==> src/rtl/core/mm2a_pkg.sv <==
// ----------------------------------------------------------------------------
// mm2a_pkg: shared types and constants
// Hash constants, queue entry layout and sequencer codes of the MurmurHash2A
// block.
// ----------------------------------------------------------------------------
`default_nettype none

package mm2a_pkg;

    localparam logic [31:0] MIX_MUL     = 32'h5bd1e995;
    localparam int unsigned MIX_SHIFT   = 24;
    localparam int unsigned FIN_SHIFT_A = 13;
    localparam int unsigned FIN_SHIFT_B = 15;
    localparam logic [2:0]  FULL_BYTES  = 3'd4;

    // One classified message word as it waits in the queue.
    typedef struct packed {
        logic [31:0] word;
        logic [2:0]  nbytes;   // already clamped to four
        logic        first;    // opens a message: hash starts from the seed
        logic        last;     // closes a message
        logic [31:0] total;    // byte count of the message up to this word
    } t_entry;

    typedef struct packed {
        logic   push;
        t_entry ent;
    } t_push;

    typedef enum logic [2:0] {
        ST_IDLE,
        ST_KMUL1,
        ST_KMUL2,
        ST_HMIX,
        ST_FIN,
        ST_OUT
    } t_state;

    typedef enum logic [1:0] {
        PH_BLOCK,
        PH_TAIL,
        PH_LEN
    } t_phase;

    function automatic logic [31:0] tail_mask(input logic [2:0] nbytes);
        logic [31:0] m;
        case (nbytes)
            3'd0:    m = 32'h0000_0000;
            3'd1:    m = 32'h0000_00ff;
            3'd2:    m = 32'h0000_ffff;
            3'd3:    m = 32'h00ff_ffff;
            default: m = 32'hffff_ffff;
        endcase
        return m;
    endfunction

endpackage

`default_nettype wire

==> src/rtl/core/mm2a_front.sv <==
// ----------------------------------------------------------------------------
// mm2a_front: input classification
// Accepts message words, clamps the byte count, tracks message boundaries and
// the running byte total, and pushes one entry per word into the queue.
// ----------------------------------------------------------------------------
`default_nettype none

module mm2a_front (
    input  wire logic            i_clk,
    input  wire logic            i_rst_n,
    input  wire logic            i_in_valid,
    output logic                 o_in_stall,
    input  wire logic [31:0]     i_data_word,
    input  wire logic [2:0]      i_valid_bytes,
    input  wire logic            i_last,
    input  wire logic            i_q_full,
    output mm2a_pkg::t_push      o_push
);

    logic        r_in_msg;
    logic        n_in_msg;
    logic [31:0] r_total;
    logic [31:0] n_total;
    logic [2:0]  nb_sat;
    logic        accept;

    assign accept     = i_in_valid && !i_q_full;
    assign o_in_stall = i_q_full;

    always_comb begin
        // Only the last word may be short; counts above four clamp to four.
        if (!i_last) begin
            nb_sat = mm2a_pkg::FULL_BYTES;
        end else if (i_valid_bytes > mm2a_pkg::FULL_BYTES) begin
            nb_sat = mm2a_pkg::FULL_BYTES;
        end else begin
            nb_sat = i_valid_bytes;
        end
        n_total  = (r_in_msg ? r_total : 32'd0) + {29'd0, nb_sat};
        n_in_msg = !i_last;

        o_push.push       = accept;
        o_push.ent.word   = i_data_word;
        o_push.ent.nbytes = nb_sat;
        o_push.ent.first  = !r_in_msg;
        o_push.ent.last   = i_last;
        o_push.ent.total  = n_total;
    end

    always_ff @(posedge i_clk) begin
        if (!i_rst_n) begin
            r_in_msg <= 1'b0;
        end else if (accept) begin
            r_in_msg <= n_in_msg;
        end
    end

    always_ff @(posedge i_clk) begin
        if (accept) begin
            r_total <= n_total;
        end
    end

endmodule

`default_nettype wire

==> src/rtl/core/mm2a_queue.sv <==
// ----------------------------------------------------------------------------
// mm2a_queue: entry queue
// Small first-in first-out buffer that decouples classification from the
// mixing sequencer.
// ----------------------------------------------------------------------------
`default_nettype none

module mm2a_queue #(
    parameter int DEPTH = 4
) (
    input  wire logic             i_clk,
    input  wire logic             i_rst_n,
    input  wire mm2a_pkg::t_push  i_push,
    output logic                  o_full,
    output logic                  o_valid,
    output mm2a_pkg::t_entry      o_ent,
    input  wire logic             i_pop
);

    localparam int PTR_W = $clog2(DEPTH);
    localparam int CNT_W = $clog2(DEPTH + 1);

    mm2a_pkg::t_entry r_mem [DEPTH];
    logic [PTR_W-1:0] r_wr;
    logic [PTR_W-1:0] r_rd;
    logic [CNT_W-1:0] r_cnt;
    logic [PTR_W-1:0] n_wr;
    logic [PTR_W-1:0] n_rd;
    logic [CNT_W-1:0] n_cnt;
    logic             do_push;
    logic             do_pop;

    assign o_full  = (r_cnt == CNT_W'(DEPTH));
    assign o_valid = (r_cnt != '0);
    assign o_ent   = r_mem[r_rd];
    assign do_push = i_push.push && !o_full;
    assign do_pop  = i_pop && o_valid;

    always_comb begin
        n_wr  = r_wr;
        n_rd  = r_rd;
        n_cnt = r_cnt;
        if (do_push) begin
            n_wr = (r_wr == PTR_W'(DEPTH - 1)) ? '0 : r_wr + PTR_W'(1);
        end
        if (do_pop) begin
            n_rd = (r_rd == PTR_W'(DEPTH - 1)) ? '0 : r_rd + PTR_W'(1);
        end
        if (do_push && !do_pop) begin
            n_cnt = r_cnt + CNT_W'(1);
        end else if (do_pop && !do_push) begin
            n_cnt = r_cnt - CNT_W'(1);
        end
    end

    always_ff @(posedge i_clk) begin
        if (!i_rst_n) begin
            r_wr  <= '0;
            r_rd  <= '0;
            r_cnt <= '0;
        end else begin
            r_wr  <= n_wr;
            r_rd  <= n_rd;
            r_cnt <= n_cnt;
        end
    end

    always_ff @(posedge i_clk) begin
        if (do_push) begin
            r_mem[r_wr] <= i_push.ent;
        end
    end

endmodule

`default_nettype wire

==> src/rtl/core/mm2a_back.sv <==
// ----------------------------------------------------------------------------
// mm2a_back: mixing sequencer
// Carries out the block, tail and length mixes and the final avalanche on one
// shared constant multiplier, and holds the seed and the result register.
// ----------------------------------------------------------------------------
`default_nettype none

module mm2a_back (
    input  wire logic              i_clk,
    input  wire logic              i_rst_n,
    input  wire logic              i_cfg_valid,
    output logic                   o_cfg_ready,
    input  wire logic [31:0]       i_cfg_data,
    input  wire logic              i_q_valid,
    input  wire mm2a_pkg::t_entry  i_q_ent,
    output logic                   o_pop,
    output logic                   o_out_valid,
    input  wire logic              i_out_stall,
    output logic [31:0]            o_hash
);

    mm2a_pkg::t_state r_state;
    mm2a_pkg::t_state n_state;
    mm2a_pkg::t_phase r_phase;
    mm2a_pkg::t_phase n_phase;
    mm2a_pkg::t_entry r_ent;
    mm2a_pkg::t_entry n_ent;
    logic [31:0]      r_h;
    logic [31:0]      n_h;
    logic [31:0]      r_k;
    logic [31:0]      n_k;
    logic [31:0]      r_seed;
    logic [31:0]      r_hash;
    logic [31:0]      n_hash;
    logic             r_out_valid;
    logic             n_out_valid;
    logic [31:0]      operand;
    logic [31:0]      mul_a;
    logic [31:0]      prod;
    logic             out_free;

    assign o_cfg_ready = 1'b1;
    assign o_out_valid = r_out_valid;
    assign o_hash      = r_hash;
    assign out_free    = !r_out_valid || !i_out_stall;
    assign prod        = mul_a * mm2a_pkg::MIX_MUL;

    always_comb begin
        case (r_phase)
            mm2a_pkg::PH_BLOCK: operand = r_ent.word;
            mm2a_pkg::PH_TAIL: begin
                // A full last word was already mixed as a block: empty tail.
                if (r_ent.nbytes == mm2a_pkg::FULL_BYTES) begin
                    operand = 32'd0;
                end else begin
                    operand = r_ent.word & mm2a_pkg::tail_mask(r_ent.nbytes);
                end
            end
            mm2a_pkg::PH_LEN:  operand = r_ent.total;
            default:           operand = r_ent.word;
        endcase

        case (r_state)
            mm2a_pkg::ST_KMUL1: mul_a = operand;
            mm2a_pkg::ST_KMUL2: mul_a = r_k ^ (r_k >> mm2a_pkg::MIX_SHIFT);
            mm2a_pkg::ST_HMIX:  mul_a = r_h;
            mm2a_pkg::ST_FIN:   mul_a = r_h ^ (r_h >> mm2a_pkg::FIN_SHIFT_A);
            default:            mul_a = r_h;
        endcase
    end

    always_comb begin
        n_state     = r_state;
        n_phase     = r_phase;
        n_ent       = r_ent;
        n_h         = r_h;
        n_k         = r_k;
        n_hash      = r_hash;
        n_out_valid = r_out_valid && i_out_stall;
        o_pop       = 1'b0;
        case (r_state)
            mm2a_pkg::ST_IDLE: begin
                if (i_q_valid) begin
                    o_pop = 1'b1;
                    n_ent = i_q_ent;
                    if (i_q_ent.first) begin
                        n_h = r_seed;
                    end
                    if (!i_q_ent.last || i_q_ent.nbytes == mm2a_pkg::FULL_BYTES) begin
                        n_phase = mm2a_pkg::PH_BLOCK;
                    end else begin
                        n_phase = mm2a_pkg::PH_TAIL;
                    end
                    n_state = mm2a_pkg::ST_KMUL1;
                end
            end
            mm2a_pkg::ST_KMUL1: begin
                n_k     = prod;
                n_state = mm2a_pkg::ST_KMUL2;
            end
            mm2a_pkg::ST_KMUL2: begin
                n_k     = prod;
                n_state = mm2a_pkg::ST_HMIX;
            end
            mm2a_pkg::ST_HMIX: begin
                n_h = prod ^ r_k;
                case (r_phase)
                    mm2a_pkg::PH_BLOCK: begin
                        if (r_ent.last) begin
                            n_phase = mm2a_pkg::PH_TAIL;
                            n_state = mm2a_pkg::ST_KMUL1;
                        end else begin
                            n_state = mm2a_pkg::ST_IDLE;
                        end
                    end
                    mm2a_pkg::PH_TAIL: begin
                        n_phase = mm2a_pkg::PH_LEN;
                        n_state = mm2a_pkg::ST_KMUL1;
                    end
                    default: begin
                        n_state = mm2a_pkg::ST_FIN;
                    end
                endcase
            end
            mm2a_pkg::ST_FIN: begin
                n_h     = prod;
                n_state = mm2a_pkg::ST_OUT;
            end
            mm2a_pkg::ST_OUT: begin
                if (out_free) begin
                    n_hash      = r_h ^ (r_h >> mm2a_pkg::FIN_SHIFT_B);
                    n_out_valid = 1'b1;
                    n_state     = mm2a_pkg::ST_IDLE;
                end
            end
            default: begin
                n_state = mm2a_pkg::ST_IDLE;
            end
        endcase
    end

    always_ff @(posedge i_clk) begin
        if (!i_rst_n) begin
            r_state     <= mm2a_pkg::ST_IDLE;
            r_out_valid <= 1'b0;
            r_seed      <= 32'd0;
        end else begin
            r_state     <= n_state;
            r_out_valid <= n_out_valid;
            if (i_cfg_valid) begin
                r_seed <= i_cfg_data;
            end
        end
    end

    always_ff @(posedge i_clk) begin
        r_phase <= n_phase;
        r_ent   <= n_ent;
        r_h     <= n_h;
        r_k     <= n_k;
        r_hash  <= n_hash;
    end

endmodule

`default_nettype wire

==> src/rtl/core/murmur2a_hash32.sv <==
// Sequencing: the sequencer takes one word from the queue at a time and finishes it first;
// an inner word needs the three products of its mix on the single constant multiplier,
// a last word is mixed as a block when full and then adds the tail mix, the length mix
// and the avalanche, and a result stall holds the sequencer until its hash is placed.
// Reset: synchronous, active low; empties the queue, idles the sequencer, drops the result
// and loads a zero seed. No clearing pass is needed, so words are taken right after reset.
// ----------------------------------------------------------------------------
// murmur2a_hash32: streaming 32-bit MurmurHash2A
// Words enter a classifying front end, wait in a short queue and are mixed
// by a multi-cycle sequencer that emits one hash per message.
// ----------------------------------------------------------------------------
`default_nettype none

module murmur2a_hash32 #(
    parameter int QUEUE_DEPTH = 4
) (
    input  wire logic        i_clk,
    input  wire logic        i_rst_n,
    // Seed register write channel.
    input  wire logic        i_cfg_valid,
    output logic             o_cfg_ready,
    input  wire logic [31:0] i_cfg_data,
    // Message word channel.
    input  wire logic        i_in_valid,
    output logic             o_in_stall,
    input  wire logic [31:0] i_data_word,
    input  wire logic [2:0]  i_valid_bytes,
    input  wire logic        i_last,
    // Hash result channel.
    output logic             o_out_valid,
    input  wire logic        i_out_stall,
    output logic [31:0]      o_hash
);

    // The front end takes a word whenever the queue has room. It clamps the
    // byte count (only a last word may be short), marks the first word of
    // each message and keeps the running byte total, which wraps at 2^32.
    mm2a_pkg::t_push  push;
    mm2a_pkg::t_entry q_ent;
    logic             q_full;
    logic             q_valid;
    logic             q_pop;

    mm2a_front u_front (
        .i_clk         (i_clk),
        .i_rst_n       (i_rst_n),
        .i_in_valid    (i_in_valid),
        .o_in_stall    (o_in_stall),
        .i_data_word   (i_data_word),
        .i_valid_bytes (i_valid_bytes),
        .i_last        (i_last),
        .i_q_full      (q_full),
        .o_push        (push)
    );

    // The queue lets the producer keep streaming while the sequencer works
    // through the extra tail, length and avalanche steps of a last word.
    mm2a_queue #(
        .DEPTH (QUEUE_DEPTH)
    ) u_queue (
        .i_clk   (i_clk),
        .i_rst_n (i_rst_n),
        .i_push  (push),
        .o_full  (q_full),
        .o_valid (q_valid),
        .o_ent   (q_ent),
        .i_pop   (q_pop)
    );

    // The sequencer pops one entry at a time. Each mix forms three products in turn:
    // k times the constant, the xor-shifted k times the constant again, and
    // the hash times the constant folded with k. A last word adds the tail
    // and length mixes, then the avalanche, and the hash is placed in an
    // output register that can be refilled in the cycle it is taken.
    mm2a_back u_back (
        .i_clk       (i_clk),
        .i_rst_n     (i_rst_n),
        .i_cfg_valid (i_cfg_valid),
        .o_cfg_ready (o_cfg_ready),
        .i_cfg_data  (i_cfg_data),
        .i_q_valid   (q_valid),
        .i_q_ent     (q_ent),
        .o_pop       (q_pop),
        .o_out_valid (o_out_valid),
        .i_out_stall (i_out_stall),
        .o_hash      (o_hash)
    );

endmodule

`default_nettype wire

==> config.mk <==
export PLATFORM = sky130hd
export DESIGN_NAME = murmur2a_hash32
export DESIGN_NICKNAME = d
export VERILOG_FILES = /design/src/rtl/core/mm2a_pkg.sv /design/src/rtl/core/mm2a_front.sv /design/src/rtl/core/mm2a_queue.sv /design/src/rtl/core/mm2a_back.sv /design/src/rtl/core/murmur2a_hash32.sv
export SDC_FILE = /design/constraint.sdc
export NUM_CORES = 1
export LEC_CHECK = 0
export ABC_CLOCK_PERIOD_IN_PS = 17200
export BUFFER_PORTS_ARGS = -buffer_cell sky130_fd_sc_hd__buf_4
export CAP_MARGIN = 40
export CORE_MARGIN = 2
export CORE_UTILIZATION = 40
export DETAILED_ROUTE_END_ITERATION = 8
export SYNTH_ARGS = -nofsm -noshare
export SYNTH_HDL_FRONTEND = slang
export SYNTH_SLANG_ARGS = --single-unit
==> constraint.sdc <==
create_clock -name i_clk -period 17.2 [get_ports i_clk]
set_input_delay 0.86 -clock i_clk [delete_from_list [all_inputs] [get_ports i_clk]]
set_output_delay 0.86 -clock i_clk [all_outputs]
set_load 0.01 [all_outputs]
Yosys cells after proc, flatten, opt, wreduce, memory -nomap -nowiden

Memory sizes are Yosys's and may differ from the RTL's. A register that Yosys moved wholly into a read port is not among the register bits.
Index checks and enable logic that the tools add are counted.

Register bits: 242
RAM bits: 276
Input port bits: 73
Output and inout port bits: 35
Memories: 1

Add/subtract/negate cells: 5
$mul: 1
$lt $le $gt $ge: 1
Equal/unequal tests: 20
Mux-type cells: 34
Bitwise logic cells: 5
Reductions and logical operators: 29

Memory list:

| memory        | words | bits a word | read ports | clocked after Yosys merged registers in | wr ports | line             | RTL |
|---|---|---|---|---|---|---|---|
| u_queue.r_mem | 4     | 69          | 1          | 1                                       | 1        | mm2a_queue.sv:23 | `mm2a_pkg::t_entry r_mem [DEPTH];` |

Operators by type and width:

| kind                                                | number |
|---|---|
| 2-to-1 mux 32 bit                                   | 6 |
| one-hot mux 32 bit (3 select lines)                 | 2 |
| one-hot mux 32 bit (4 select lines)                 | 1 |
| one-hot mux 32 bit (2 select lines)                 | 1 |
| adder 32 x 3 -> 32 bit                              | 1 |
| bitwise AND 32 bit                                  | 1 |
| multiplier 32 x 31 -> 32 bit, second input constant | 1 |
| XOR 32 x 17 -> 32 bit                               | 1 |
| XOR 32 x 19 -> 32 bit                               | 1 |
| XOR 32 bit                                          | 1 |
| XOR 32 x 8 -> 32 bit                                | 1 |
| 2-to-1 mux 3 bit                                    | 6 |
| one-hot mux 3 bit (6 select lines)                  | 1 |
| equality test 3 bit, second input constant          | 5 |
| equality test 3 x 2 -> 1 bit, second input constant | 4 |
| 2-to-1 mux 2 bit                                    | 6 |
| zero test 1 bit                                     | 8 |
| 2-to-1 mux 1 bit                                    | 8 |
| one-hot mux 2 bit (2 select lines)                  | 2 |
| equality test 2 bit, second input constant          | 3 |
| equality test 3 x 1 -> 1 bit, second input constant | 2 |
| logical AND 1 bit                                   | 6 |
| zero test 3 bit                                     | 2 |
| one-hot mux 3 bit (2 select lines)                  | 1 |
| 17 further kinds                                    | 24 |

Longest topological paths before layout

Gate-level depths: netlist of run 1.

Word-level depth: 11
Gate-level depth with buffers: 35
Mapped depth without buffers: 35

Hierarchy

A second synthesis of run 1 with hierarchy kept.

Cell total of the unflattened synthesis: 2324
Area total of the unflattened synthesis: 30629.4 um2

By module, submodules not included:

| module     | instances | cells each | area an instance (um2) | seq. area each (um2) |
|---|---|---|---|---|
| mm2a_back  | 1         | 1704       | 18073.6                | 5705.5 |
| mm2a_queue | 1         | 412        | 10440.0                | 8468.1 |
| mm2a_front | 1         | 208        | 2115.8                 | 980.9 |

Worst setup path before layout of run 1

Ideal clock, no wire load.

Kind: register -> register
From: register u_back.r_state[0]
To: register u_back.r_h[31], data pin
Library setup time: 0.261 ns
Arrival time: 8.626 ns
Slack: 8.314 ns
Cell stages (with the launch flop): 33
Buffers on the path: 1
Period minus slack after synthesis: 8.886 ns
Path through: dfxtp_1 -> nor3b_2 -> nor2_1 -> clkbuf_1 -> inv_1 -> o21ai_0 -> inv_1 -> fa_1 -> inv_1 -> ha_1 -> inv_1 -> fa_1 -> inv_1 -> ha_1 -> fa_1 -> inv_1 -> fa_1 -> inv_1 -> fa_1 -> inv_1 -> fa_1 -> inv_1 -> ha_1 -> inv_1 -> or4_1 -> or2_2 -> o211ai_1 -> nor2b_1 -> o22ai_2 -> xnor2_1 -> a21oi_1 -> o22ai_1 -> a221o_1

Cells in the longest elaborated chain, start to end: 5
Elaborated cells between the ends (all ways): 9

Ends and longest elaborated chain:

| item                                              | line             | RTL |
|---|---|---|
| from (decl)                                       | mm2a_back.sv:22  | `mm2a_pkg::t_state r_state;` |
| from (signal assigned)                            | mm2a_back.sv:144 | `r_state <= mm2a_pkg::ST_IDLE;` |
| from (signal assigned)                            | mm2a_back.sv:148 | `r_state <= n_state;` |
| equality test 3 bit, or another cell as far along | mm2a_back.sv:63  | `case (r_state)` |
| one-hot mux 32 bit (3 select lines) *             | mm2a_back.sv:63  |  |
| via u_back.mul_a[1]                               | mm2a_back.sv:38  | `logic [31:0] mul_a;` |
| multiplier 32 x 31 -> 32 bit *                    | mm2a_back.sv:46  | `assign prod = mul_a * mm2a_pkg::MIX_MUL;` |
| XOR 32 bit                                        | mm2a_back.sv:106 | `n_h = prod ^ r_k;` |
| one-hot mux 32 bit (3 select lines) *             | mm2a_back.sv:81  | `case (r_state)` |
| via u_back.n_h[31]                                | mm2a_back.sv:29  | `logic [31:0] n_h;` |
| to (signal assigned)                              | mm2a_back.sv:159 | `r_h <= n_h;` |
| to (decl)                                         | mm2a_back.sv:28  | `logic [31:0] r_h;` |

Mark *: on every way through the listed nets, which the timed path passes. The rest lies on a longest branch.
A chain may end at the register's enable or synchronous reset.

Worst setup path after layout of run 1

From: register u_back.r_state[0]
To: register u_back.r_h[31], data pin

Cells in the longest elaborated chain, start to end: 5
Elaborated cells between the ends (all ways): 9

Ends and longest elaborated chain:

| item                                              | line |
|---|---|
| equality test 3 bit, or another cell as far along | mm2a_back.sv:63, mm2a_back.sv:81 |
| one-hot mux 32 bit (3 select lines)               | mm2a_back.sv:63 |
| multiplier 32 x 31 -> 32 bit                      | mm2a_back.sv:46 |
| XOR 32 bit                                        | mm2a_back.sv:106 |
| one-hot mux 32 bit (3 select lines) *             | mm2a_back.sv:81 |
| via u_back.n_h[31]                                | mm2a_back.sv:29 |

Marks and branches as above.

==> flow_summary.toml, run 1 <==
[synthesis]
synth.most_common_cell = "edfxtp_1"
synth.top_cell.area_share = 0.474
avgSynthCellArea_um2 = 13.5
synth-async-reset-ratio = 0
synthAdderAreaFrac = 0.217
synthMuxAreaShare = 0.0644
synth_warnings = 0
synth.area.top_cells = "edfxtp_1, fa_1, ha_1"
yosys.area_share.simple = 0.0504
synth_ff_type = "edfxtp_1"
synthTopCellsByCount = "edfxtp_1, inv_1, ha_1"
synthXorXnorAreaFrac = 0.0411
syn_inst = 2231
synth-seq-area-share = 0.504
synth-edff-count = 474
synth_top_family_by_area = "adder cells"
yosys.cell_types.count = 74
synth_top_area_cell = "edfxtp_1"
netlist_area_um2 = 30100
synth_compound_area_frac = 0.0659
synth_seq_cells = 520
synth_nets = 2715

[route]
ant_nets = 0
first_pass_iters = 5
wire_per_inst_um = 22.4
routed_wl_um = 75800
drt_iter0_markers = 1320
drc_errors = 0
vias = 17788
vias_per_cell = 5.25

[clock_network]
cts_root_buf = "clkbuf_16"
hold_buffers = 0
clkLatencyLatePin_ps = 630
cts.reportedPaths.clkPinSlew_ps = 60
cts_tree = "built"
cts_resized = 0
postCtsSetupRepairBufs = 0
htreeDepth = 2
clock_sinks = 520
cts.path.max_buffers = 3
cts_made_buffers = 56

[sta]
worst_pin_slew_ps = 896
skew_ps = 21.8
maxSlewViolCount = 0
slew_headroom = 0.398
rsz0062_at_grt = "false"
setup_violations = 0
min_period_ps = 9290
finalHoldViolations = 0
setup_ws_ps = 7910
fin_setup_tns_ps = 0
period_share = 0.540
fmax_mhz = 108

[setup_path]
crit_path_end_kind = "flip-flop"
critical_path_arrival_ps = 9660
ff2ff_setup_slack_ps = 7910
cp_slowest_stage_delay_ps = 640
required_ps = 17570
start_kind = "flip-flop"
crit_fanout = 28
worst-setup-path-type = "flip-flop to flip-flop"
cp_slowest_cell = "or4_1"
crit_top_cell = "inv_1"

[floorplanning]
core_um2 = 74400
die-area_um2 = 77400
ios = 108
start_util = 0.404
row_count = 100
die_h_um = 278
dieWidth_um = 278

[cells_and_area]
fin_area_um2 = 34100
areaGrowthSynthToFinish_pct = 13.4
fin_util = 0.458
drive_above_1_share = 0.140
nets = 2853
antenna_cells = 0

[grt]
antenna_found_initial = 1
grt_max_degree = 51
grt_pass1_vias = 18744
grt-ovfl-total = 0
track_usage = 0.198
grt_pass1_wl_um = 115000

[run_status]
status = "completed"

[place]
io_buffer_count = 106
dpl_worst_slack_ps = 7960
hpwl_um = 55200
gp_congestion = 0.906
dpl_cell_area_um2 = 32200

[worst_hold_path]
holdCritPathClass = "primary input to flip-flop"

[job]
drv_cap = 0
-- area by class of cell --
cell class                      count  area (µm²)
Clock buffer                       68        1500
Clock inverter                     38         373
Fill cell                        6563       40400
Inverter                          381        1430
Multi-Input combinational cell   1259       13300
Sequential cell                   520       15200
Tap cell                          969        1210
Timing Repair Buffer              151        1150
-- through the flow --
step           hold slack [ps]  cells
2_1_floorplan              468   2231
3_3_place_gp               480   3276
3_5_place_dp               512   3280
4_1_cts                    379   3386
5_1_grt                    402   3386
6_report                   422   3386
-- cell families (layout without fill, tap and decap cells) --
logic type / count (synthesis) / count (layout)
DFF: 520 / 520
other: 1 / 1
and+or+nand+nor: 303 / 303
adders and majority gates: 412 / 412
AOI/OAI and AO/OA: 299 / 299
xor gates and xnor gates: 137 / 137
muxes: 107 / 107
buffers and inverters: 452 / 638
-- layer usage --
layer  GRT usage  vias to the layer above  wire (µm)
met5           0                        -          0
met4      0.0784                        0       3000
met3      0.0244                      124       3330
met2       0.338                      456      37600
met1       0.258                     9092      31900
li1            -                     8116          -
-- placed cells by master, fill, tap and decap left out, drive strengths merged, types with 21 or more instances in the layout --
cell type,instances
edfxtp,474
inv,386
ha,228
fa,183
buf,151
nand2,95
xnor2,73
o21ai,72
mux4,69
clkbuf,68
xor2,62
nor2,58
a22oi,54
a21oi,54
nor2b,47
dfxtp,46
mux2i,37
o22ai,25
clkinv,24
nand3,22
and3,21
-- registers in the layout (all words and copies together) (netlist names), named ones only --
register and flops:
u_back.r_seed 32, u_front.r_total 32, u_queue.r_cnt 3, u_queue.r_mem 276, u_back.r_ent 68, u_back.r_k 32, u_back.o_hash 32, u_back.r_phase 2
u_queue.r_wr 2, u_front.r_in_msg 1, u_back.o_out_valid 1, u_back.r_h 32, u_queue.r_rd 2, u_back.r_state 3
-- critical path, delay by kind of cell, from the launching register on --
kind	cells	cell delay, ps
simple gates	6	2000
flops	1	340
compound gates	7	1770
fa+ha+maj	9	3880
buf+inv	9	1020
-- path summary, 6_finish.rpt --
check / startpoint / depth (start not counted) / to
hold / removal: i_data_word[11] / 1 / u_queue.r_mem[1][48]
hold reg to reg: u_back.r_seed[27] / 2 / u_back.r_seed[27]
setup reg to reg: u_back.r_state[0] / 31 / u_back.r_h[31]
setup / recovery: u_back.r_state[0] / 31 / u_back.r_h[31]
Power of run 1 is left out: the tool's default activity adds up to more than one toggle a clock period on the data nets, which glitch-free logic cannot reach.
==> run 2, diff against run 1 <==
Settings changed: ABC_CLOCK_PERIOD_IN_PS 17200 to 8950.
Clock period 17.2 ns to 8.95 ns, I/O delays scaled along.
==> flow_summary.toml, run 2 (synthesis results as in run 1) <==
[run_status]
status = "completed"

[clock_network]
clkLatencyLatePin_ps = 630
cts_tree = "built"
cts.reportedPaths.clkPinSlew_ps = 60
cts.path.max_buffers = 3
cts_made_buffers = 56
htreeDepth = 2
cts_root_buf = "clkbuf_16"
clock_sinks = 520

[route]
drt_iter0_markers = 1341
routed_wl_um = 76500
wire_per_inst_um = 22.3
vias = 17861
drc_errors = 0
vias_per_cell = 5.21
first_pass_iters = 5
ant_nets = 0

[sta]
worst_pin_slew_ps = 855
maxSlewViolCount = 0
min_period_ps = 8580
skew_ps = 36.4
period_share = 0.958
setup_violations = 0
fmax_mhz = 117
fin_setup_tns_ps = 0
finalHoldViolations = 0
rsz0062_at_grt = "false"
slew_headroom = 0.426

[cells_and_area]
ff_latch_area_um2 = 15200
antenna_cells = 0
final_common_cell = "edfxtp_1"
largest_reg_flops = 276
areaGrowthSynthToFinish_pct = 15.3
multi_input_area_um2 = 13300
num-fill-cells = 6510
drive_above_1_share = 0.155
nets = 2897
largest_registers = "u_queue.r_mem x276, u_back.r_ent x68"
top_register = "u_queue.r_mem"
final_cell_mix = "edfxtp_1, inv_1, ha_1"

[setup_path]
crit_path_end_kind = "flip-flop"
cp_slowest_cell = "dfxtp_1"
reg2regPathDepth = 31
crit_top_cell = "fa_1"
crit_fanout = 12
start_kind = "flip-flop"
cp_slowest_stage_delay_ps = 600
required_ps = 9290
critical_path_arrival_ps = 8920
worst-setup-path-type = "flip-flop to flip-flop"

[place]
hpwl_um = 56700
io_buffer_count = 106
gp_congestion = 0.939

[floorplanning]
die_h_um = 278
die-area_um2 = 77400
core_um2 = 74400
ios = 108
start_util = 0.404
row_count = 100
dieWidth_um = 278

[grt]
grt_max_degree = 45
track_usage = 0.200
antenna_found_initial = 0
grt_pass1_wl_um = 117000
grt-ovfl-total = 0
grt_pass1_vias = 18875

[worst_hold_path]
hold_depth = 1
holdCritPathClass = "primary input to flip-flop"

[job]
drv_cap = 0
-- run 2: layer usage --
layer / vias to the layer above / part of all wire / GRT usage
li1: 8200 / - / -
met1: 9093 / 0.43 / 0.266
met2: 459 / 0.50 / 0.346
met3: 109 / 0.046 / 0.0239
met4: 0 / 0.030 / 0.0586
met5: - / 0 / 0
-- run 2: worst paths after layout --
| check | startpoint | to | slack (ps) |
|---|---|---|---|
| hold reg to reg | u_queue.r_cnt[2] | u_queue.r_cnt[2] | 520 |
| setup / recovery | u_back.r_state[2] | u_back.r_h[31] | 370 |
| hold / removal | i_data_word[30] | u_queue.r_mem[0][67] | 30 |
| setup reg to reg | u_back.r_state[2] | u_back.r_h[31] | 370 |
-- run 2: what timing repair did --
action / 4_1_cts / 5_1_grt
hold endpoints to repair: 36 / 0
hold buffers: 10 / 0
setup endpoints to repair: 0 / 6
resized for setup: 0 / 9
setup buffers: 0 / 0
-- run 2: critical path, delay by kind of cell (launching register included) --
kind            cells  cell delay [ps]
buf+inv             7              620
compound gates      6             1320
fa+ha+maj           9             4070
xor+xnor            1              160
flops               1              600
simple gates        8             1510
-- run 2: through the flow --
step	area, µm²	util	std cells	hold WS, ps	worst slack, ps
after floorplan	30100	-	2231	468	63.6
final	34600	0.465	3428	26.7	373
after CTS	34600	0.465	3428	0.622	78.7
after global routing	34600	0.465	3428	8.26	4.68
after global placement	32400	0.435	3307	481	252
after detailed placement	32600	0.437	3314	509	124
-- run 2: area by class of cell --
class / count / share of cell area
flip-flops and latches: 520 / 0.438
clock buffers: 65 / 0.0420
inverters: 381 / 0.0413
repair buffers: 195 / 0.0464
multi-input cells: 1259 / 0.383
clock inverters: 39 / 0.0144
well taps: 969 / 0.0350
Power of run 2 is left out for the same reason.
